<file path="src/rtl/suv_pkg.sv">
// ----------------------------------------------------------------------------
// suv_pkg
// Shared types, widths and constants of the spherical uv mapping pipeline.
// ----------------------------------------------------------------------------
package suv_pkg;

    localparam int COORD_WIDTH       = 16;
    localparam int FRAC_BITS         = 16;
    localparam int CORDIC_STAGES_DEF = 16;
    localparam int ATAN_ENTRIES      = 24;

    // coordinates are placed high in a 64-bit word so the chains keep precision
    localparam int PRESCALE = 60 - COORD_WIDTH;
    localparam int DATA_W   = 64;
    localparam int ANG_W    = 34;
    localparam int TURN_W   = 32;
    localparam int RSHIFT   = TURN_W - FRAC_BITS;
    localparam int MODE_W   = 2;

    localparam int U_W  = 17;
    localparam int V_W  = 18;
    localparam int UM_W = TURN_W + 1;
    localparam int VM_W = TURN_W + 2;

    localparam int GAIN_W = 30;
    localparam int PROD_W = TURN_W + GAIN_W;

    // 1/K of the chain, 30 fraction bits, truncated
    localparam logic [GAIN_W-1:0] INV_GAIN = 30'd652032874;

    localparam logic [TURN_W-1:0] HALF_TURN = 32'h8000_0000;
    localparam logic [TURN_W:0]   FULL_TURN = 33'h1_0000_0000;
    localparam logic signed [ANG_W-1:0] HALF_ANG =
        $signed({{(ANG_W-TURN_W){1'b0}}, HALF_TURN});

    localparam logic [U_W-1:0] U_MAX = U_W'(3 << (FRAC_BITS - 1));
    localparam logic [V_W-1:0] V_MAX = V_W'(3 << FRAC_BITS);

    typedef enum logic [MODE_W-1:0] {
        MODE_PLAIN     = 2'd0,
        MODE_FOLD      = 2'd1,
        MODE_TILE      = 2'd2,
        MODE_PLAIN_ALT = 2'd3
    } map_mode_t;

    typedef struct packed {
        logic signed [COORD_WIDTH-1:0] pos_x;
        logic signed [COORD_WIDTH-1:0] pos_y;
        logic signed [COORD_WIDTH-1:0] pos_z;
        logic                          last_vertex;
    } suv_in_t;

    typedef struct packed {
        logic [U_W-1:0] tex_u;
        logic [V_W-1:0] tex_v;
        logic           last_out;
    } suv_out_t;

    typedef struct packed {
        logic signed [DATA_W-1:0] x;
        logic signed [DATA_W-1:0] y;
        logic signed [ANG_W-1:0]  ang;
    } cordic_t;

    // carried alongside the azimuth chain
    typedef struct packed {
        logic signed [COORD_WIDTH-1:0] pos_y;
        logic                          axis_y;
        logic                          zero_vec;
        logic                          flip;
        logic                          last;
    } side1_t;

    // carried alongside the polar chain
    typedef struct packed {
        logic [TURN_W-1:0] u_turn;
        logic              zero_vec;
        logic              flip;
        logic              last;
    } side2_t;

    localparam int SIDE1_W = $bits(side1_t);
    localparam int SIDE2_W = $bits(side2_t);

    // arctan(2^-i) in binary angle units, full turn = 2^32
    function automatic logic [TURN_W-1:0] atan_entry(input int idx);
        logic [TURN_W-1:0] val;
        case (idx)
            0:       val = 32'h2000_0000;
            1:       val = 32'h12E4_051E;
            2:       val = 32'h09FB_385B;
            3:       val = 32'h0511_11D4;
            4:       val = 32'h028B_0D43;
            5:       val = 32'h0145_D7E1;
            6:       val = 32'h00A2_F61E;
            7:       val = 32'h0051_7C55;
            8:       val = 32'h0028_BE53;
            9:       val = 32'h0014_5F2F;
            10:      val = 32'h000A_2F98;
            11:      val = 32'h0005_17CC;
            12:      val = 32'h0002_8BE6;
            13:      val = 32'h0001_45F3;
            14:      val = 32'h0000_A2FA;
            15:      val = 32'h0000_517D;
            16:      val = 32'h0000_28BE;
            17:      val = 32'h0000_145F;
            18:      val = 32'h0000_0A30;
            19:      val = 32'h0000_0518;
            20:      val = 32'h0000_028C;
            21:      val = 32'h0000_0146;
            22:      val = 32'h0000_00A3;
            23:      val = 32'h0000_0051;
            default: val = '0;
        endcase
        return val;
    endfunction

endpackage

</file>
<file path="src/rtl/suv_gain.sv">
// ----------------------------------------------------------------------------
// suv_gain
// Azimuth to u, magnitude gain correction and setup of the polar chain.
// ----------------------------------------------------------------------------
module suv_gain
(
    input  logic                clk,
    input  logic                rst_n,
    input  logic                in_valid,
    output logic                in_stall,
    input  suv_pkg::cordic_t    in_vec,
    input  suv_pkg::side1_t     in_side,
    output logic                out_valid,
    input  logic                out_stall,
    output suv_pkg::cordic_t    out_vec,
    output suv_pkg::side2_t     out_side
);
    import suv_pkg::*;

    // stage a: partial products and u
    logic                          a_valid_reg;
    logic                          a_stall;
    logic [PROD_W-1:0]             a_prod_hi_reg;
    logic [PROD_W-1:0]             a_prod_lo_reg;
    logic [TURN_W-1:0]             a_u_reg;
    logic signed [COORD_WIDTH-1:0] a_pos_y_reg;
    logic                          a_axis_reg;
    logic                          a_zero_reg;
    logic                          a_last_reg;

    logic [DATA_W-1:0]             mag;
    logic [PROD_W-1:0]             prod_hi_next;
    logic [PROD_W-1:0]             prod_lo_next;
    logic signed [ANG_W-1:0]       phi;
    logic [TURN_W-1:0]             u_raw;
    logic [TURN_W-1:0]             u_next;

    // stage b: magnitude and polar chain setup
    logic                          b_valid_reg;
    logic                          b_stall;
    cordic_t                       b_vec_reg;
    side2_t                        b_side_reg;
    cordic_t                       b_vec_next;
    side2_t                        b_side_next;
    logic [PROD_W-GAIN_W-1:0]      lo_part;
    logic [DATA_W-1:0]             r_sum;
    logic signed [DATA_W-1:0]      r_mag;
    logic signed [DATA_W-1:0]      y_scaled;

    always_comb
    begin
        mag          = in_vec.x;
        prod_hi_next = PROD_W'(mag[DATA_W-1:TURN_W]) * PROD_W'(INV_GAIN);
        prod_lo_next = PROD_W'(mag[TURN_W-1:0]) * PROD_W'(INV_GAIN);
        if (in_side.axis_y)
        begin
            phi = '0;
        end
        else if (in_side.flip)
        begin
            phi = in_vec.ang + HALF_ANG;
        end
        else
        begin
            phi = in_vec.ang;
        end
        u_raw = phi[TURN_W-1:0] + HALF_TURN;
        // fold to min(u, 1-u)
        if (u_raw > HALF_TURN)
        begin
            u_next = '0 - u_raw;
        end
        else
        begin
            u_next = u_raw;
        end
    end

    always_comb
    begin
        lo_part  = a_prod_lo_reg[PROD_W-1:GAIN_W];
        r_sum    = {a_prod_hi_reg, 2'b00} + DATA_W'(lo_part);
        r_mag    = a_axis_reg ? '0 : $signed(r_sum);
        y_scaled = $signed({{(DATA_W-COORD_WIDTH){a_pos_y_reg[COORD_WIDTH-1]}}, a_pos_y_reg})
                   <<< PRESCALE;
        b_vec_next.ang       = '0;
        b_side_next.u_turn   = a_u_reg;
        b_side_next.zero_vec = a_zero_reg;
        b_side_next.last     = a_last_reg;
        if (a_pos_y_reg < 0)
        begin
            b_vec_next.x     = -y_scaled;
            b_vec_next.y     = -r_mag;
            b_side_next.flip = 1'b1;
        end
        else
        begin
            b_vec_next.x     = y_scaled;
            b_vec_next.y     = r_mag;
            b_side_next.flip = 1'b0;
        end
    end

    assign b_stall  = b_valid_reg && out_stall;
    assign a_stall  = a_valid_reg && b_stall;
    assign in_stall = a_stall;

    always_ff @(posedge clk or negedge rst_n)
    begin
        if (!rst_n)
        begin
            a_valid_reg <= 1'b0;
            b_valid_reg <= 1'b0;
        end
        else
        begin
            if (!a_stall)
            begin
                a_valid_reg <= in_valid;
            end
            if (!b_stall)
            begin
                b_valid_reg <= a_valid_reg;
            end
        end
    end

    always_ff @(posedge clk)
    begin
        if (!a_stall && in_valid)
        begin
            a_prod_hi_reg <= prod_hi_next;
            a_prod_lo_reg <= prod_lo_next;
            a_u_reg       <= u_next;
            a_pos_y_reg   <= in_side.pos_y;
            a_axis_reg    <= in_side.axis_y;
            a_zero_reg    <= in_side.zero_vec;
            a_last_reg    <= in_side.last;
        end
        if (!b_stall && a_valid_reg)
        begin
            b_vec_reg  <= b_vec_next;
            b_side_reg <= b_side_next;
        end
    end

    assign out_valid = b_valid_reg;
    assign out_vec   = b_vec_reg;
    assign out_side  = b_side_reg;

endmodule

</file>
<file path="config.mk">
export PLATFORM = sky130hd
export DESIGN_NAME = suv_gain
export DESIGN_NICKNAME = d
export VERILOG_FILES = /design/src/rtl/suv_pkg.sv /design/src/rtl/suv_gain.sv
export SDC_FILE = /design/constraint.sdc
export NUM_CORES = 2
export LEC_CHECK = 0
export BUFFER_PORTS_ARGS = -buffer_cell sky130_fd_sc_hd__clkbuf_2
export CAP_MARGIN = 20
export CORE_MARGIN = 4
export CORE_UTILIZATION = 60
export DETAILED_ROUTE_END_ITERATION = 12
export PLACE_DENSITY = 0.87
export SYNTH_ARGS = -nofsm -noshare
export SYNTH_HDL_FRONTEND = slang
export SYNTH_SLANG_ARGS = --single-unit
</file>
<file path="constraint.sdc">
create_clock -name clk -period 21 [get_ports clk]
set_input_delay 3.15 -clock clk [delete_from_list [all_inputs] [get_ports clk]]
set_output_delay 3.15 -clock clk [all_outputs]
set_load 0.02 [all_outputs]
</file>
==> results.txt <==
Outcome: completed
Nets: 6,963
Antenna violations before repair: 4
Post-Route WL: 127,000 um
Initial Util: 60.4%
Final count of negative-setup-slack endpoints: 0
Post-route ant nets: 0
Layout cells sized above 1: 6.48%
First-pass GRT wire length: 204,000 um
# Max-Cap Violations: 0
Fmax: 0.0856 GHz
Finished Core Util: 64.1%
Die width: 298 um
Sequential share of the synthesized area: 15.7%
Pins Over Slew Limit: 0
Core box area: 83,600 um2
Cell Area, Synth: 50,500 um2
Die height: 298 um
Port Buffers: 240
Sink Count: 265
Mux cell area share after synthesis: 0.243%
Number of synthesized register bits: 265
Detail Placement HPWL: 110,000 um
Worst Max-Slew Pin Slew: 1090 ps
RSZ-0062 raised after global routing: false
CTS tree: done
Die area: 88,800 um2
Worst-path clk slew: 70 ps
Final hold violations: 0
Most used DFF post-synth: edfxtp_1
Synth-to-Final Area Change: 6.03%
Commonest cells in the synthesized netlist: 1,465 x inv_1, 916 x fa_1, 740 x ha_1, 263 x edfxtp_1, 163 x nor2_1
Fraction of registers with async set/reset: 0.755%
CTS resizes: 0
Post-detailed-route wirelength per cell: 20.5 um
Post-Synth Adder-Cell Area: 54.7%
Largest area contributor in the netlist: fa_1
Worst endpoint data arrival time: 12,000 ps
Number of flip-flops in the largest register: 84
Crit path time final: 11,680 ps
Worst min-delay path class: flop to flop
DR vias/cell: 5.65
CTS H-tree depth: 1
CP startpoint kind: input pin
# hold bufs at CTS: 0
Syn Area/Cell: 10.3 um2
Post-CTS Setup Inserts: 0
Critical path type: input pin to flop
Tcrit/Tclk final: 55.6%
Number of DRC markers in iteration 0: 2,651
Std cell rows: 106
Yosys cell types: 93
Buf/Inv on CP: 7
Slew margin rel.: 27.6%
Num CTS Buffers: 28
Max Buffers Root-to-Sink: 3
Routability cong.: 0.987
Post-synth top area share: 36.3%
Compound-Gate Fraction of Synth Area: 7.16%
Slowest stage delay, CP: 750 ps
Critical-path top delay cell: o31ai_1
Via count: 35,125
Yosys warning count: 0
DRC: 0
Gr usage total: 29.4%
IO Pins: 385
Vias in the first global route: 37,907
TNS Setup: 0 ps
Cell family with most CP delay: adder cells
Number of inserted diodes: 0
Pre-antenna DRT Iters: 6
R2R setup slack: 15,440 ps
Root buf cell: clkbuf_16
Crit-path max FO: 6
Simple-gate portion of the synthesized area: 5.87%
Layout Skew: 31.6 ps
Hold Slack: 418 ps
Largest net degree at the start of global routing: 87
GRT overflow: 0
Main combinational cell family by area after synthesis: adder cells
# fillers: 6,258
Gate Count Post-Synth: 4,904
Post-synthesis xor/xnor area fraction: 3.75%
Count leader, synth: inv_1
Req. time, crit path: 21,320 ps
EDFF count, synth: 263
CP endpoint kind: flop
Dominant cells by area after synthesis: fa_1 36%, ha_1 18%, edfxtp_1 16%
Crit-path most repeated cell: fa_1
Worst-Skew Late Latency: 580 ps
==> layer usage <==
layer  global-route usage [%]  vias to the layer above  wire (um)
met4                     12.9                        2       7090
met2                     47.8                     1605      59800
li1                         -                    15691          -
met1                     38.2                    17379      49100
met5                        0                        -         13
met3                     6.38                      448      11400
==> cells in the final DEF (no fill, tap or decap), types with 114 or more instances in the layout <==
cell type	instances
xnor2_1	142
nor2_1	163
edfxtp_1	263
clkbuf_2	240
a21oi_1	143
nand2_1	149
o21ai_0	114
ha_1	740
fa_1	916
inv_1	1465
==> path summary, 6_finish.rpt <==
kind	start	end	cells past startpoint
worst max-delay path	in_vec[106]	a_prod_lo_reg[60]	28
worst min-delay path	a_u_reg[24]	out_side[27]	0
worst max register to register	a_prod_hi_reg[1]	out_vec[84]	14
worst min register to register	a_u_reg[24]	out_side[27]	0
max in group asynchronous	rst_n	out_valid	1
min in group asynchronous	rst_n	a_valid_reg	1
==> cells by family (layout without fill, tap and decap cells) <==
kind of cell / Yosys count / in the layout
DFF: 265 / 265
xor gates and xnor gates: 216 / 216
AOI/OAI and AO/OA: 551 / 551
and+or+nand+nor: 594 / 594
muxes: 12 / 12
buffers and inverters: 1609 / 1766
other: 1 / 82
adders and majority gates: 1656 / 1656
==> final cells by class <==
class                   count  area [um2]  area share (%)
clock inverters            21         238           0.444
flip-flops and latches    265        7950            14.8
inverters                1465        5500            10.3
multi-input cells        3111       36500            68.2
clock buffers              30         708            1.32
repair buffers            250        1280            2.38
well taps                1080        1350            2.52
==> metrics by stage <==
step,setup WS (ps),area [um2],cells
CTS,9390,53500,6222
floorplan,8500,50800,4985
detailed placement,8840,52600,6171
global placement,9190,52600,6171
global route,8840,53500,6222
finish,9320,53500,6222
Power is not shown: default switching activity piles up to over one toggle a cycle in this logic, so the estimate is an artifact.
