===== src/rtl/suv_pkg.sv =====
// ----------------------------------------------------------------------------
// suv_pkg
// Shared types, widths and constants of the spherical uv mapping pipeline.
// ----------------------------------------------------------------------------
package suv_pkg;

    localparam int COORD_WIDTH       = 16;
    localparam int FRAC_BITS         = 16;
    localparam int CORDIC_STAGES_DEF = 16;
    localparam int ATAN_ENTRIES      = 24;

    // coordinates are placed high in a 64-bit word so the chains keep precision
    localparam int PRESCALE = 60 - COORD_WIDTH;
    localparam int DATA_W   = 64;
    localparam int ANG_W    = 34;
    localparam int TURN_W   = 32;
    localparam int RSHIFT   = TURN_W - FRAC_BITS;
    localparam int MODE_W   = 2;

    localparam int U_W  = 17;
    localparam int V_W  = 18;
    localparam int UM_W = TURN_W + 1;
    localparam int VM_W = TURN_W + 2;

    localparam int GAIN_W = 30;
    localparam int PROD_W = TURN_W + GAIN_W;

    // 1/K of the chain, 30 fraction bits, truncated
    localparam logic [GAIN_W-1:0] INV_GAIN = 30'd652032874;

    localparam logic [TURN_W-1:0] HALF_TURN = 32'h8000_0000;
    localparam logic [TURN_W:0]   FULL_TURN = 33'h1_0000_0000;
    localparam logic signed [ANG_W-1:0] HALF_ANG =
        $signed({{(ANG_W-TURN_W){1'b0}}, HALF_TURN});

    localparam logic [U_W-1:0] U_MAX = U_W'(3 << (FRAC_BITS - 1));
    localparam logic [V_W-1:0] V_MAX = V_W'(3 << FRAC_BITS);

    typedef enum logic [MODE_W-1:0] {
        MODE_PLAIN     = 2'd0,
        MODE_FOLD      = 2'd1,
        MODE_TILE      = 2'd2,
        MODE_PLAIN_ALT = 2'd3
    } map_mode_t;

    typedef struct packed {
        logic signed [COORD_WIDTH-1:0] pos_x;
        logic signed [COORD_WIDTH-1:0] pos_y;
        logic signed [COORD_WIDTH-1:0] pos_z;
        logic                          last_vertex;
    } suv_in_t;

    typedef struct packed {
        logic [U_W-1:0] tex_u;
        logic [V_W-1:0] tex_v;
        logic           last_out;
    } suv_out_t;

    typedef struct packed {
        logic signed [DATA_W-1:0] x;
        logic signed [DATA_W-1:0] y;
        logic signed [ANG_W-1:0]  ang;
    } cordic_t;

    // carried alongside the azimuth chain
    typedef struct packed {
        logic signed [COORD_WIDTH-1:0] pos_y;
        logic                          axis_y;
        logic                          zero_vec;
        logic                          flip;
        logic                          last;
    } side1_t;

    // carried alongside the polar chain
    typedef struct packed {
        logic [TURN_W-1:0] u_turn;
        logic              zero_vec;
        logic              flip;
        logic              last;
    } side2_t;

    localparam int SIDE1_W = $bits(side1_t);
    localparam int SIDE2_W = $bits(side2_t);

    // arctan(2^-i) in binary angle units, full turn = 2^32
    function automatic logic [TURN_W-1:0] atan_entry(input int idx);
        logic [TURN_W-1:0] val;
        case (idx)
            0:       val = 32'h2000_0000;
            1:       val = 32'h12E4_051E;
            2:       val = 32'h09FB_385B;
            3:       val = 32'h0511_11D4;
            4:       val = 32'h028B_0D43;
            5:       val = 32'h0145_D7E1;
            6:       val = 32'h00A2_F61E;
            7:       val = 32'h0051_7C55;
            8:       val = 32'h0028_BE53;
            9:       val = 32'h0014_5F2F;
            10:      val = 32'h000A_2F98;
            11:      val = 32'h0005_17CC;
            12:      val = 32'h0002_8BE6;
            13:      val = 32'h0001_45F3;
            14:      val = 32'h0000_A2FA;
            15:      val = 32'h0000_517D;
            16:      val = 32'h0000_28BE;
            17:      val = 32'h0000_145F;
            18:      val = 32'h0000_0A30;
            19:      val = 32'h0000_0518;
            20:      val = 32'h0000_028C;
            21:      val = 32'h0000_0146;
            22:      val = 32'h0000_00A3;
            23:      val = 32'h0000_0051;
            default: val = '0;
        endcase
        return val;
    endfunction

endpackage


===== src/rtl/suv_out.sv =====
// ----------------------------------------------------------------------------
// suv_out
// Polar angle to v, map mode fold or tiling, rounding and output register.
// ----------------------------------------------------------------------------
module suv_out
(
    input  logic                clk,
    input  logic                rst_n,
    input  suv_pkg::map_mode_t  map_mode,
    input  logic                in_valid,
    output logic                in_stall,
    input  suv_pkg::cordic_t    in_vec,
    input  suv_pkg::side2_t     in_side,
    output logic                out_valid,
    input  logic                out_stall,
    output suv_pkg::suv_out_t   out_data
);
    import suv_pkg::*;

    localparam logic [UM_W:0] ROUND_U      = (UM_W+1)'(1) << (RSHIFT - 1);
    localparam logic [UM_W:0] ROUND_U_HALF = (UM_W+1)'(1) << RSHIFT;
    localparam logic [VM_W:0] ROUND_V      = (VM_W+1)'(1) << (RSHIFT - 1);

    // stage 1: clamped angles
    logic                    s1_valid_reg;
    logic                    s1_stall;
    logic [TURN_W-1:0]       s1_u_reg;
    logic [TURN_W:0]         s1_v_reg;
    logic                    s1_last_reg;
    logic signed [ANG_W-1:0] theta;
    logic [TURN_W-1:0]       theta_c;
    logic [TURN_W-1:0]       s1_u_next;
    logic [TURN_W:0]         s1_v_next;

    // stage 2: mode applied
    logic                    s2_valid_reg;
    logic                    s2_stall;
    logic [UM_W-1:0]         s2_u_reg;
    logic [VM_W-1:0]         s2_v_reg;
    logic                    s2_half_reg;
    logic                    s2_last_reg;
    logic [UM_W-1:0]         s2_u_next;
    logic [VM_W-1:0]         s2_v_next;
    logic                    s2_half_next;
    logic [TURN_W:0]         v_fold;

    // output stage
    logic                    out_valid_reg;
    logic                    o_stall;
    suv_out_t                out_data_reg;
    suv_out_t                out_data_next;
    logic [UM_W:0]           u_sum;
    logic [UM_W:0]           u_shift;
    logic [VM_W:0]           v_sum;
    logic [VM_W:0]           v_shift;

    always_comb
    begin
        if (in_side.flip)
        begin
            theta = in_vec.ang + HALF_ANG;
        end
        else
        begin
            theta = in_vec.ang;
        end
        // keep residual chain error inside [0, pi]
        if (theta < 0)
        begin
            theta_c = '0;
        end
        else if (theta > HALF_ANG)
        begin
            theta_c = HALF_TURN;
        end
        else
        begin
            theta_c = theta[TURN_W-1:0];
        end
        if (in_side.zero_vec)
        begin
            s1_u_next = HALF_TURN;
            s1_v_next = {1'b0, HALF_TURN};
        end
        else
        begin
            s1_u_next = in_side.u_turn;
            s1_v_next = {theta_c, 1'b0};
        end
    end

    always_comb
    begin
        v_fold = (s1_v_reg > {1'b0, HALF_TURN}) ? FULL_TURN - s1_v_reg : s1_v_reg;
        case (map_mode)
            MODE_FOLD:
            begin
                s2_u_next    = UM_W'(s1_u_reg);
                s2_v_next    = VM_W'(v_fold);
                s2_half_next = 1'b1;
            end
            MODE_TILE:
            begin
                s2_u_next    = {1'b0, s1_u_reg} + {s1_u_reg, 1'b0};
                s2_v_next    = {1'b0, s1_v_reg} + {s1_v_reg, 1'b0};
                s2_half_next = 1'b0;
            end
            default:
            begin
                s2_u_next    = UM_W'(s1_u_reg);
                s2_v_next    = VM_W'(s1_v_reg);
                s2_half_next = 1'b0;
            end
        endcase
    end

    always_comb
    begin
        // halving in fold mode rides on the rounding shift
        if (s2_half_reg)
        begin
            u_sum   = {1'b0, s2_u_reg} + ROUND_U_HALF;
            u_shift = u_sum >> (RSHIFT + 1);
        end
        else
        begin
            u_sum   = {1'b0, s2_u_reg} + ROUND_U;
            u_shift = u_sum >> RSHIFT;
        end
        v_sum   = {1'b0, s2_v_reg} + ROUND_V;
        v_shift = v_sum >> RSHIFT;
        out_data_next.tex_u    = u_shift[U_W-1:0];
        out_data_next.tex_v    = v_shift[V_W-1:0];
        out_data_next.last_out = s2_last_reg;
    end

    assign o_stall  = out_valid_reg && out_stall;
    assign s2_stall = s2_valid_reg && o_stall;
    assign s1_stall = s1_valid_reg && s2_stall;
    assign in_stall = s1_stall;

    always_ff @(posedge clk or negedge rst_n)
    begin
        if (!rst_n)
        begin
            s1_valid_reg  <= 1'b0;
            s2_valid_reg  <= 1'b0;
            out_valid_reg <= 1'b0;
        end
        else
        begin
            if (!s1_stall)
            begin
                s1_valid_reg <= in_valid;
            end
            if (!s2_stall)
            begin
                s2_valid_reg <= s1_valid_reg;
            end
            if (!o_stall)
            begin
                out_valid_reg <= s2_valid_reg;
            end
        end
    end

    always_ff @(posedge clk)
    begin
        if (!s1_stall && in_valid)
        begin
            s1_u_reg    <= s1_u_next;
            s1_v_reg    <= s1_v_next;
            s1_last_reg <= in_side.last;
        end
        if (!s2_stall && s1_valid_reg)
        begin
            s2_u_reg    <= s2_u_next;
            s2_v_reg    <= s2_v_next;
            s2_half_reg <= s2_half_next;
            s2_last_reg <= s1_last_reg;
        end
        if (!o_stall && s2_valid_reg)
        begin
            out_data_reg <= out_data_next;
        end
    end

    assign out_valid = out_valid_reg;
    assign out_data  = out_data_reg;

endmodule

===== config.mk =====
export PLATFORM = sky130hd
export DESIGN_NAME = suv_out
export DESIGN_NICKNAME = d
export VERILOG_FILES = /design/src/rtl/suv_pkg.sv /design/src/rtl/suv_out.sv
export SDC_FILE = /design/constraint.sdc
export NUM_CORES = 1
export LEC_CHECK = 0
export ABC_CLOCK_PERIOD_IN_PS = 6030
export BUFFER_PORTS_ARGS = -buffer_cell sky130_fd_sc_hd__buf_4
export CORE_MARGIN = 2
export CORE_UTILIZATION = 50
export DETAILED_ROUTE_END_ITERATION = 10
export PLACE_DENSITY = 0.73
export SYNTH_ARGS = -nofsm -noshare
export SYNTH_HDL_FRONTEND = slang
export SYNTH_SLANG_ARGS = --single-unit

===== constraint.sdc =====
create_clock -name clk -period 6.03 [get_ports clk]
set_input_delay 1.206 -clock clk [delete_from_list [all_inputs] [get_ports clk]]
set_output_delay 1.206 -clock clk [all_outputs]
set_load 0.01 [all_outputs]

==> results list, run 1 <==
- Pre-CTS WS: around 2.2 ns
* Hold crit path type: reg -> reg
- Gr usage total: 18.7%
- The detailed router finished its first iteration with 397 violations.
* Cell count of the worst reg-to-reg path: 10
- Max FFs per register: 36
- Fmax: approximately 290 MHz
* Worst slew slack as a fraction of its limit: 26.9%
* Clock-pin transition on the worst setup and hold timing paths: ~0.060 ns
- The worst path in the final design needs a cycle of 3.48 ns, including I/O delays and setup.
* Detailed route wirelength on metal3: 1130 um
- Predominant post-synthesis flop cell: edfxtp_1
* Share of power burned in combinational logic: 20.0%
- Critical Setup Path Class: in -> reg
- Number of detailed-routing iterations run before antenna repair: 7
- Setup TNS: 0 ns
- The internal power of the cells totals ~2.1 mW.
- Syn_nets: 1201
* Number of setup violations in the final report: 0
- Counting instances, the worst hold path has a depth of 0.
* Total number of nets in the final design: 1314
- Clock sink count: approximately 140
- The final critical path takes up 57.7% of the cycle.
* Critical path capture point type: flop
- Reg-to-reg critical path endpoint: s2_v_reg[32]
- Global-route wire length before repair: 30200 um
- Least-Margin Pin Slew: 1.09 ns
* Minimum setup slack among reg-to-reg paths: 2.88 ns
* Routability congestion estimate: between 0.8 and 0.9
- Total power divided by cell area: 259 nW/um2
* Antenna diode count: 0
- The hold violation count in the final report was 0.
- Clock insertion delay at the later pin of the skew report: 0.42 ns
- The die covers 20300 um2.
- Worst Min Path Start: s2_last_reg
- For this run, the register share of the synthesized area comes to 44.6%.
* Via count of the first global-routing pass: 6251
- Of the cells placed in the final design, the portion with a size suffix greater than 1 is 17.7%.
* Mean instance size in the synthesized netlist: approximately 11 um2
- The max-slew violation total from the final report was 0.
- Cell type contributing the most total cell area after synthesis: edfxtp_1
- The critical path goes through buf_4 -> inv_1 -> ha_1 -> clkinv_1 -> nor2_1 -> nand3b_1 -> or3_1 -> nand4_1.
- Area growth from synthesis to layout: 17.4%
- Arrival time at the worst endpoint: about 3.7 ns
* Detailed Route WL: between 15000 and 20000 um
- Gates resized during post-CTS repair numbered 0.
- After detailed routing, the average wire length per cell comes to 14.6 um.
* Sequential Power Share: 44.7%
* Number of register bits inferred by synthesis: 143
* Net switching share of the total power: 26.7%
* Die height: 143 um
* Synthesis warning total: 0
- Counting the fill cells in the layout gives 1568.
* Root buffer cell: clkbuf_16
* Number of buffers added by the clock tree synthesis step: 17
* Antenna violations before repair: 0
* Maximum capacitance violations: 0
- Counting every instance in the synthesized netlist gives between 900 and 1000.
* Sum of met2 wire segment lengths after detailed routing: just under 8000 um
- VDD sags by at most 0.198 mV.
- Async set-reset flop share out of synthesis: 2.10%
- The total overflow left after global routing is 0.
* HPWL after detailed placement: 13900 um
- Number of different library cells in the post-synthesis netlist: 70
- Counting along the longest clock path gives a buffer depth of 2.
- Summed instance area of the synthesized netlist: 9600 um2
* Postcts setup bufs: 0
- The H-tree was split into 4 levels.
* Routed length on met1: about 9000 um
* Largest stage delay on the critical path: ~0.83 ns
* I/O Buffers: 112
- Worst Clk Skew: 0.00816 ns
- Via/cell ratio: 5.49
* Reg-to-Reg Start: s1_v_reg[15]
* IO Count: approximately 240
* Leakage: 4.59 nW
- The floorplan step set the die width to 143 um.
- The highest layer touched by signal routing is met4.
- Cts-stage hold buffer count: 0
* Worst-path cell with the longest stage delay: ha_1
* Crit start category: primary input
- TritonCTS built the clock tree.
* Number of enable flip-flop cells after synthesis: between 100 and 150
* Clock network power share: 35.3%
* Core area: approximately 19000 um2
- Entering global routing, the biggest net connects 40 pins.
* Area fraction of the dominant cell type after synthesis: 43.8%
- RSZ-0062 raised after global routing: false
- Of all nets on the critical path, the largest fanout is 25.
* WHS Endpoint: out_data[0]
- The run finished with clean final reports.
* Number of vias in the routed layout: 6910
- Switching power: 0.778 mW
- Data on the critical path is required at its endpoint by 6.29 ns.
- Across all setup checks in the final design, the least slack found is roughly 2.6 ns.
- After detailed routing, the number of remaining DRC violations is 0.
- The initial utilization of the core area, before any placement, comes to about half.
* Leading post-synthesis cells by cell area: edfxtp_1, ha_1, xnor2_1
- The count of nets left with antenna violations once routing finished came out at 0.
- Row generation in the floorplan step produced 50 rows.
==> worst max path at each step <==
| stage | startpoint | endpoint | slack [ns] | cells past startpoint |
|---|---|---|---|---|
| after global routing | map_mode[0] | s2_v_reg[32] | 2.38 | 8 |
| final | map_mode[0] | s2_v_reg[32] | 2.55 | 8 |
| after detailed placement | map_mode[0] | s2_v_reg[32] | 2.15 | 8 |
| after global placement | map_mode[0] | s2_v_reg[32] | 2.19 | 8 |
| after CTS | map_mode[0] | s2_v_reg[32] | 2.58 | 8 |
| after floorplan | out_stall | out_data[0] | 1.70 | 1 |
==> critical path, delay by kind of cell <==
kind | cells | cell delay [ns]
adder cells (fa/ha/maj) | 1 | 0.83
buffers and inverters | 3 | 0.39
AND/OR/NAND/NOR | 4 | 1.30
==> stage by stage <==
stage	hold WS [ns]	instance area, um2	power [mW]	util, %	cells
after global placement	0.402	10700	1.89	57.0	1230
after global routing	0.425	11300	3.06	60.1	1259
after CTS	0.420	11300	2.93	60.1	1259
after floorplan	0.400	9600	1.71	-	902
after detailed placement	0.406	10700	1.91	57.0	1230
final	0.422	11300	2.92	60.1	1259
==> cell usage in the layout, fill, tap and decap left out, types with 16 or more instances in the layout <==
cell,instances
a21oi_1,50
nor3_1,18
mux2_2,17
ha_1,96
o21ai_0,40
nand4_1,22
and2_1,38
edfxtp_1,140
nor2b_1,37
nor2_1,35
buf_4,117
xor2_1,27
nand3_1,28
a21o_1,16
nand2_1,70
inv_1,52
xnor2_1,43
clkbuf_16,17
==> routing by layer <==
layer,track usage (%),vias to the layer above
li1,-,3546
met3,3.90,29
met4,6.36,0
met1,27.0,3154
met5,0,-
met2,28.1,181
==> cell usage after synthesis, types with 2 or more instances <==
| master | count |
|---|---|
| or3_1 | 5 |
| a221o_1 | 4 |
| inv_1 | 52 |
| nand2b_1 | 9 |
| nand3_1 | 28 |
| or2_2 | 3 |
| o31ai_1 | 4 |
| o21a_1 | 12 |
| edfxtp_1 | 140 |
| xnor2_1 | 43 |
| o21bai_1 | 6 |
| a22oi_1 | 3 |
| nand4b_1 | 2 |
| mux2_1 | 2 |
| mux2_2 | 17 |
| nor3_1 | 19 |
| nand3b_1 | 5 |
| o21ai_0 | 40 |
| o311ai_0 | 6 |
| o2111ai_1 | 2 |
| ha_1 | 96 |
| o2111a_1 | 2 |
| mux2i_1 | 7 |
| and2_1 | 40 |
| a31o_2 | 2 |
| nand2_1 | 70 |
| xor2_1 | 27 |
| nor2b_1 | 37 |
| a211oi_1 | 2 |
| nand4_1 | 22 |
| a21boi_0 | 3 |
| dfrtp_1 | 3 |
| nor2_1 | 35 |
| nor3b_1 | 5 |
| clkbuf_1 | 21 |
| o31a_1 | 3 |
| and3_1 | 12 |
| and4_1 | 5 |
| a21o_1 | 16 |
| a21oi_1 | 50 |
| o211ai_1 | 5 |
| nor4_1 | 9 |
==> kinds of logic after synthesis <==
kind of cell    count (synthesis)  share of synthesized area [%]
xor+xnor                       70                           6.39
compound gates                179                           12.8
flops                         143                           44.6
buf+inv                        76                           2.98
simple gates                  312                           17.8
mux                            26                           2.96
fa+ha+maj                      96                           12.5
==> power groups by stage <==
| stage | combinational [mW] | sequential (mW) | clock [mW] |
|---|---|---|---|
| after floorplan | 0.389 | 1.32 | 0 |
| after global placement | 0.572 | 1.32 | 0 |
| after detailed placement | 0.582 | 1.32 | 0 |
| after CTS | 0.587 | 1.30 | 1.04 |
| after global routing | 0.657 | 1.32 | 1.08 |
| final | 0.584 | 1.30 | 1.03 |
==> layout make-up <==
type | instances | area (um2) | area share, %
Clock buffer | 17 | 425 | 3.77
Clock inverter | 12 | 146 | 1.30
Inverter | 53 | 199 | 1.76
Multi-Input combinational cell | 683 | 5050 | 44.8
Sequential cell | 143 | 4280 | 38.0
Tap cell | 234 | 293 | 2.60
Timing Repair Buffer | 117 | 878 | 7.79
Note: power is estimated with default switching activity, not from simulation.
==> run 2, diff against run 1 <==
--- a/config.mk
+++ b/config.mk
@@ -5,12 +5,12 @@
 export SDC_FILE = /design/constraint.sdc
 export NUM_CORES = 1
 export LEC_CHECK = 0
-export ABC_CLOCK_PERIOD_IN_PS = 6030
+export ABC_CLOCK_PERIOD_IN_PS = 2900
 export BUFFER_PORTS_ARGS = -buffer_cell sky130_fd_sc_hd__buf_4
 export CORE_MARGIN = 2
-export CORE_UTILIZATION = 50
+export CORE_UTILIZATION = 49
 export DETAILED_ROUTE_END_ITERATION = 10
-export PLACE_DENSITY = 0.73
+export PLACE_DENSITY = 0.74
 export SYNTH_ARGS = -nofsm -noshare
 export SYNTH_HDL_FRONTEND = slang
 export SYNTH_SLANG_ARGS = --single-unit
==> constraint.sdc (replaced) <==
create_clock -name clk -period 2.9 [get_ports clk]
set_input_delay 0.58 -clock clk [delete_from_list [all_inputs] [get_ports clk]]
set_output_delay 0.58 -clock clk [all_outputs]
set_load 0.01 [all_outputs]
==> run 2 against run 1 <==
Against the previous run: utilization grew 2.5 points; clock power rose by 110%; die area grew 2.0%; critical path depth increased by 2; worst hold slack worse by 0.076 ns; final area up 7.3%; register-to-register slack worse by 2.9 ns; cell count is 8.3% higher; clock skew grew 0.0011 ns; first-iteration DRC count shrank 0.50%; critical path type is now reg -> reg; critical endpoint is now s2_u_reg[29]; highest routed layer unchanged.
==> results list, run 2 (synthesis results as in run 1) <==
* Status: finished clean
- The number of levels in the clock H-tree is 4 (unchanged).
- Maximum capacitance violations: 0 (unchanged)
- Max FFs per register: 36 (unchanged)
- The overall global routing resource usage was 19.5% (+0.74 points).
- The worst setup path is captured at a flop.
- Placement row count: 51 (+2.0%)
* Via/cell ratio: 5.28 (-3.8%)
* Leakage: 4.98 nW (+8.3%)
* Minimum hold slack: 0.346 ns (-0.0763 ns)
* I/O Buffers: 112 (unchanged)
* Minimum setup slack among reg-to-reg paths: 0.03 ns (-2.85 ns)
- The smallest clock period supported by the final layout is computed as about 2.9 ns.
* Critical path endpoint: s2_u_reg[29]
- DRC viols: 0 (unchanged)
* Pre-CTS WS: -0.0310 ns (-2.18 ns)
* Critical path cell sequence: buf_4 -> ha_1 -> nand2_2 -> a21oi_1 -> a221o_1 -> a221o_1 -> or2_1 -> a21o_1 -> xor2_1 -> mux2_4
* Crit start category: flop
- Most common library cell in the layout ignoring fill and taps: buf_4
- The weighted congestion at the end of routability-driven global placement came to 0.932 (+5.4%).
- Number of buffers added by the clock tree synthesis step: 17 (unchanged)
* IO Count: 241 (unchanged)
- Maximum clock insertion buffer count: 2 (unchanged)
- The critical path is of the reg -> reg type.
* Largest stage delay on the critical path: 0.43 ns (-0.40 ns)
* Clock-pin transition on the worst setup and hold timing paths: 0.06 ns (about the same)
- Number of routed nets with antenna violations: 0 (unchanged)
* RSZ-0062 raised after global routing: true
- The number of antenna cells inserted came to 0 (unchanged).
* Routed length on met1: 9450 um (+4.5%)
- Min setup slack post-route: 0.0251 ns (-2.53 ns)
- The CTS sink count was 143 (unchanged).
- Least-Margin Pin Slew: 0.555 ns (-0.539 ns)
- Total number of nets in the final design: 1385 (+5.4%)
- DRC marker count from the first detailed-route iteration: 395 (-0.50%)
- The length of the first detailed-routing pass in iterations is 4 (-3).
- Cell count of the worst reg-to-reg path: 10 (unchanged)
- The post-detailed-placement half-perimeter wirelength came to 14900 um (+7.1%).
- CTS placed an instance of clkbuf_16 at the clock tree root.
* Commonest non-fill, non-tap cells in the layout: buf_4, edfxtp_1, ha_1
- Total power divided by cell area: 515 nW/um2 (+99%)
* Worst endpoint required time: 3.07 ns (-3.22 ns)
* Slew Viols, Final: 0 (unchanged)
- Reg-to-reg critical path endpoint: s2_u_reg[29]
* Starting density of the core: 49.6% (-1.5 points)
- Die footprint: 20700 um2 (+2.0%)
- The residual overflow from global routing came to 0 (unchanged).
* Worst slew slack as a fraction of its limit: 63.0% (+36 points)
- The die outline height is 144 um (+0.99%).
- The total detailed-routing wirelength came to 19900 um (+8.4%).
- TritonCTS built the clock tree.
- The area of the core came to 19300 um2 (+3.0%).
* Reg-to-Reg Start: s1_u_reg[19]
- The final critical path takes up 99.1% of the cycle.
- The die width came to 144 um (+0.99%).
- Number of inserted filler cells in the final layout: 1587 (+1.2%)
* Routed wirelength normalized by instance count: 14.6 um (about the same)
- For this run, the top clock speed supported by timing is about 350 MHz.
- Placed Instance Area: 11200 um2 (+5.0%)
- Antenna violations before repair: 0 (unchanged)
- The cell that appears most often on the critical path is a221o_1.
* Total area of sequential cells: 4280 um2 (unchanged)
- Total non-filler cell area in the finished layout: 12100 um2 (+7.3%)
- Maximum number of pins on one net before global-route repair: 45 (+13%)
* Share of post-route cells with drive strength above 1: 25.9% (+8.3 points)
- The fraction of the core area covered by cells at the end of the flow was 62.5% (+2.5 points).
- Hold crit path type: in -> reg
- Source of the critical timing path: s1_u_reg[19]
- The worst-skew pair later-pin latency was 0.42 ns (about the same).
- Multi-input logic area: 5250 um2 (+4.0%)
* Total count of hold-check failures in the final report: 0 (unchanged)
- The peak ir drop on the vdd network was 0.411 mV (+110%).
- The largest fanout on the critical path came to 2 (-92%).
- The number of global-route vias before repair came to 6730 (+7.7%).
- The clock skew is 0.00927 ns (+0.00111 ns).
- Number of setup violations in the final report: 0 (unchanged)
* DR top layer: met4
- From synthesis to final layout, the design area changed by 26.0%.
* Arrival time at the worst endpoint: 3.05 ns (-0.69 ns)
- Sum of met2 wire segment lengths after detailed routing: 8990 um (+14%)
- The global-route wire length before repair is 31800 um (+5.2%).
- The total vias in the final route was 7204 (+4.3%).
- Worst-path cell with the longest stage delay: edfxtp_1
- Detailed route wirelength on metal3: 1110 um (-1.6%)
-- run 2: cell types whose count changed in the layout (fill, tap and decap cells not counted), moves of 4 or more --
| cell | change |
|---|---|
| inv_1 | -9 |
| ha_4 | +10 |
| buf_4 | +64 |
| inv_2 | +9 |
| a21oi_1 | -4 |
| buf_6 | +5 |
| ha_1 | -10 |
-- run 2: cell type report --
type	count	area share, %
clock buffers	20	3.69
clock inverters	12	1.13
inverters	53	1.65
multi-input cells	683	43.4
flip-flops and latches	143	35.4
well taps	265	2.74
repair buffers	188	12.0
-- run 2: how the worst min path moves through the flow --
stage | start | to | cells past startpoint
6_report | in_side[0] | s1_last_reg | 1
5_1_grt | in_side[0] | s1_last_reg | 1
3_3_place_gp | rst_n | out_valid | 1
2_1_floorplan | rst_n | out_valid | 0
3_5_place_dp | rst_n | out_valid | 1
4_1_cts | in_side[0] | s1_last_reg | 1
-- run 2: report_power, final --
part	switching [mW]	leakage [nW]	internal, mW
clock network	0.831	0.282	1.29
logic	0.711	3.28	0.685
registers	0.157	1.42	2.55
-- run 2: critical path, delay by kind of cell (launching register included) --
kind,cells,cell delay [ns]
and+or+nand+nor,2,0.34
DFF,1,0.43
xor gates and xnor gates,1,0.16
buffers and inverters,1,0.16
adders and majority gates,1,0.31
muxes,1,0.27
AOI/OAI and AO/OA,4,0.93
-- run 2: routing by layer --
layer / vias to the layer above / track usage [%]
met5: - / 0
met4: 0 / 6.04
met3: 36 / 4.37
met2: 174 / 30.7
met1: 3308 / 26.8
li1: 3686 / -
-- run 2: per-stage QoR --
stage	setup TNS [ns]	power, mW	cells
after floorplan	0	3.56	902
after global placement	-0.0204	4.03	1325
after detailed placement	-0.0553	4.07	1325
after CTS	0	6.21	1358
after global routing	-0.331	6.56	1364
final	0	6.23	1364
-- run 2: timing repair --
action | in CTS | in global routing
pin swaps | 4 | 22
hold buffers | 1 | 0
gates resized for setup | 3 | 48
endpoints found under the hold margin | 3 | 0
setup buffers | 0 | 7
setup endpoints to repair | 4 | 19
==> run 3, diff against run 2 <==
--- a/config.mk
+++ b/config.mk
@@ -10,6 +10,7 @@
 export CORE_MARGIN = 2
 export CORE_UTILIZATION = 49
 export DETAILED_ROUTE_END_ITERATION = 10
+export MAX_ROUTING_LAYER = met4
 export PLACE_DENSITY = 0.74
 export SYNTH_ARGS = -nofsm -noshare
 export SYNTH_HDL_FRONTEND = slang
==> run 3 against run 2 <==
Against the previous run: the run now ends with negative setup slack left; utilization is 0.12 points lower; clock skew is 0.0022 ns lower; die area stayed put; sequential share of layout area is 0.070 points higher; wire length is 0.85% lower; first-iteration DRC count is 14% higher; combinational power hardly changed; non-clock buffer count is 3 lower; final area is 0.20% lower; global-route usage is 0.38 points higher; via count is 0.44% lower; clock-buffer cell count is 2 higher.
==> results list, run 3 (synthesis results as in run 1) <==
- The count of cells along the worst hold path was 1 (unchanged).
- The number of antenna cells inserted came to 0 (unchanged).
* CTS tree: built
- Total non-filler cell area in the finished layout: 12100 um2 (-0.20%)
* Root buffer cell: clkbuf_16
- Critical path capture point type: flop
- The total detailed-routing wirelength was 19800 um (-0.85%).
* Min Clock Period, post-route: 2.95 ns (+0.0709 ns)
* Number of inserted filler cells in the final layout: 1592 (+0.32%)
* Slew Viols, Final: 0 (unchanged)
* Multi-input logic area: 5240 um2 (-0.33%)
- The worst-skew pair later-pin latency is 0.42 ns (about the same).
* Maximum capacitance violations: 0 (unchanged)
* WHS Endpoint: s1_last_reg
- Worst endpoint required time: 3.05 ns (-0.02 ns)
- Placed Instance Area: 11200 um2 (-0.16%)
- The number of buffers created by CTS came to 17 (unchanged).
- Via/cell ratio: 5.27 (-0.22%)
- The largest fanout on the critical path came to 4 (+2).
- Internal portion of total power: 4.64 mW (+2.3%)
- Core area: 19300 um2 (unchanged)
* # H-tree levels: 4 (unchanged)
- The worst setup path is of the reg -> reg kind.
- DRC marker count from the first detailed-route iteration: 449 (+14%)
- Crit start category: flop
- The clock skew came to 0.00705 ns (-0.00222 ns).
- The leakage power figure is 4.98 nW (about the same).
* I/O Buffers: 112 (unchanged)
* Clock sink count: 143 (unchanged)
* Via count of the first global-routing pass: 6619 (-1.6%)
- The register clock-pin slew on the reported worst setup and hold paths came to 0.06 ns (about the same).
* Maximum number of pins on one net before global-route repair: 40 (-11%)
- The global-route wire length before repair is 31300 um (-1.6%).
* Worst slew slack as a fraction of its limit: 58.5% (-4.6 points)
* Status: finished, violations left
* Number of setup violations in the final report: 2 (+2)
* RSZ-0062 raised after global routing: true
* Minimum setup slack among reg-to-reg paths: -0.05 ns (-0.07 ns)
* Placement row count: 51 (unchanged)
* Residual overflow from global routing: 0 (unchanged)
- The startpoint identified for the worst register-to-register timing path is s1_v_reg[4].
- Minimum hold slack: 0.342 ns (-0.00358 ns)
* Net switching share of the total power: 26.6% (-0.67 points)
- Fmax: 339 MHz (-2.4%)
- Hold crit path type: in -> reg
- Die width: 144 um (unchanged)
* Max FFs per register: 36 (unchanged)
- IO Count: 241 (unchanged)
- Sequential Power Share: 42.9% (-0.6 points)
- The library cells used most frequently in the layout, excluding fill and tap cells, are buf_4, edfxtp_1, ha_1.
- Leaving out fill and tap cells, the most frequent cell in the layout is buf_4.
* Number of vias in the routed layout: 7172 (-0.44%)
* Starting density of the core: 49.6% (unchanged)
- Max VDD drop: 0.417 mV (+1.6%)
- Routed wirelength normalized by instance count: 14.5 um (-0.63%)
* Gr usage total: 19.8% (+0.38 points)
- Portion of the clock cycle consumed by the worst path in the final layout: 102% (+2.4 points)
* Area growth from synthesis to layout: 25.7%
* DRC viols: 0 (unchanged)
* Clock network power share: 35.1% (+1.0 points)
- Total count of hold-check failures in the final report: 0 (unchanged)
- The startpoint identified for the worst hold timing path is in_side[0].
* Reg-to-reg critical path endpoint: s2_v_reg[15]
* Routability congestion estimate: 0.928 (-0.46%)
* Number of detailed-routing iterations run before antenna repair: 5 (+1)
- The remaining antenna violation count is 0 (unchanged).
* Setup TNS: -0.0634 ns (-0.0634 ns)
- Antenna violations before repair: 0 (unchanged)
- Violated checks: negative setup slack
* Cell count of the worst reg-to-reg path: 10 (unchanged)
- Share of power burned in combinational logic: 22.0% (-0.4 points)
- Total area of sequential cells: 4280 um2 (unchanged)
* HPWL after detailed placement: 14900 um (-0.60%)
- Share of post-route cells with drive strength above 1: 25.5% (-0.39 points)
- The post-route worst setup slack is -0.0458 ns (-0.0709 ns).
- Source of the critical timing path: s1_v_reg[4]
- Die footprint: 20700 um2 (unchanged)
- Arrival time at the worst endpoint: 3.10 ns (+0.05 ns)
- The pin slew with the least headroom to its limit was 0.623 ns (+0.0684 ns).
- Total number of nets in the final design: 1382 (-0.22%)
* Maximum clock insertion buffer count: 2 (unchanged)
* Die height: 144 um (unchanged)
- Utilization after layout: 62.4% (-0.12 points)
- The net load switching power is 1.68 mW (-1.1%).
- Total power divided by cell area: 523 nW/um2 (+1.6%)
- The total power after layout was 6.32 mW (+1.4%).
run 3: worst max path at each step:
| stage | end | slack [ns] |
|---|---|---|
| detailed placement | s2_u_reg[30] | -0.06 |
| finish | s2_v_reg[15] | -0.05 |
| CTS | s2_v_reg[26] | 0.01 |
| floorplan | s2_u_reg[30] | 0.09 |
| global placement | s2_u_reg[30] | -0.02 |
| global route | s2_v_reg[15] | -0.12 |
run 3: area by class of cell:
| cell class | count | share of cell area [%] |
|---|---|---|
| multi-input combinational | 683 | 43.4 |
| sequential | 143 | 35.5 |
| timing repair buffer | 185 | 11.8 |
| clock buffer | 22 | 3.85 |
| tap | 265 | 2.75 |
| inverter | 53 | 1.65 |
| clock inverter | 10 | 1.14 |
run 3: per-stage QoR:
stage / setup slack [ns] / std cells
2_1_floorplan: 0.0905 / 902
3_3_place_gp: -0.0204 / 1321
3_5_place_dp: -0.0580 / 1321
4_1_cts: 0.0127 / 1354
5_1_grt: -0.125 / 1361
6_report: -0.0458 / 1361
run 3: routing by layer:
metal | vias up | GRT usage (%) | wire length [um]
li1 | 3679 | - | -
met1 | 3283 | 26.8 | 9310
met2 | 179 | 30.3 | 8950
met3 | 31 | 3.80 | 1100
met4 | 0 | 6.35 | 401
met5 | - | - | 0
run 3: timing repair:
action,CTS,global route
hold buffers,1,0
pin swaps,7,21
setup buffers,1,7
endpoints found under the hold margin,3,0
endpoints found under the setup margin,3,19
gates resized for setup,3,39
run 3: power by group through the flow:
stage	logic, mW	registers, mW	clock network (mW)
floorplan	0.809	2.75	0
global placement	1.29	2.74	0
detailed placement	1.32	2.75	0
CTS	1.34	2.71	2.26
global route	1.54	2.74	2.33
finish	1.39	2.71	2.21
run 3: critical path: stages (launching register included):
cell      delay (ns)
edfxtp_1        0.38
inv_1           0.13
ha_4            0.14
nand4_1         0.20
nor4_4          0.39
nand4_2         0.18
o31ai_4         0.37
buf_4           0.19
nor2_2          0.04
mux2_4          0.29
a221o_1         0.36
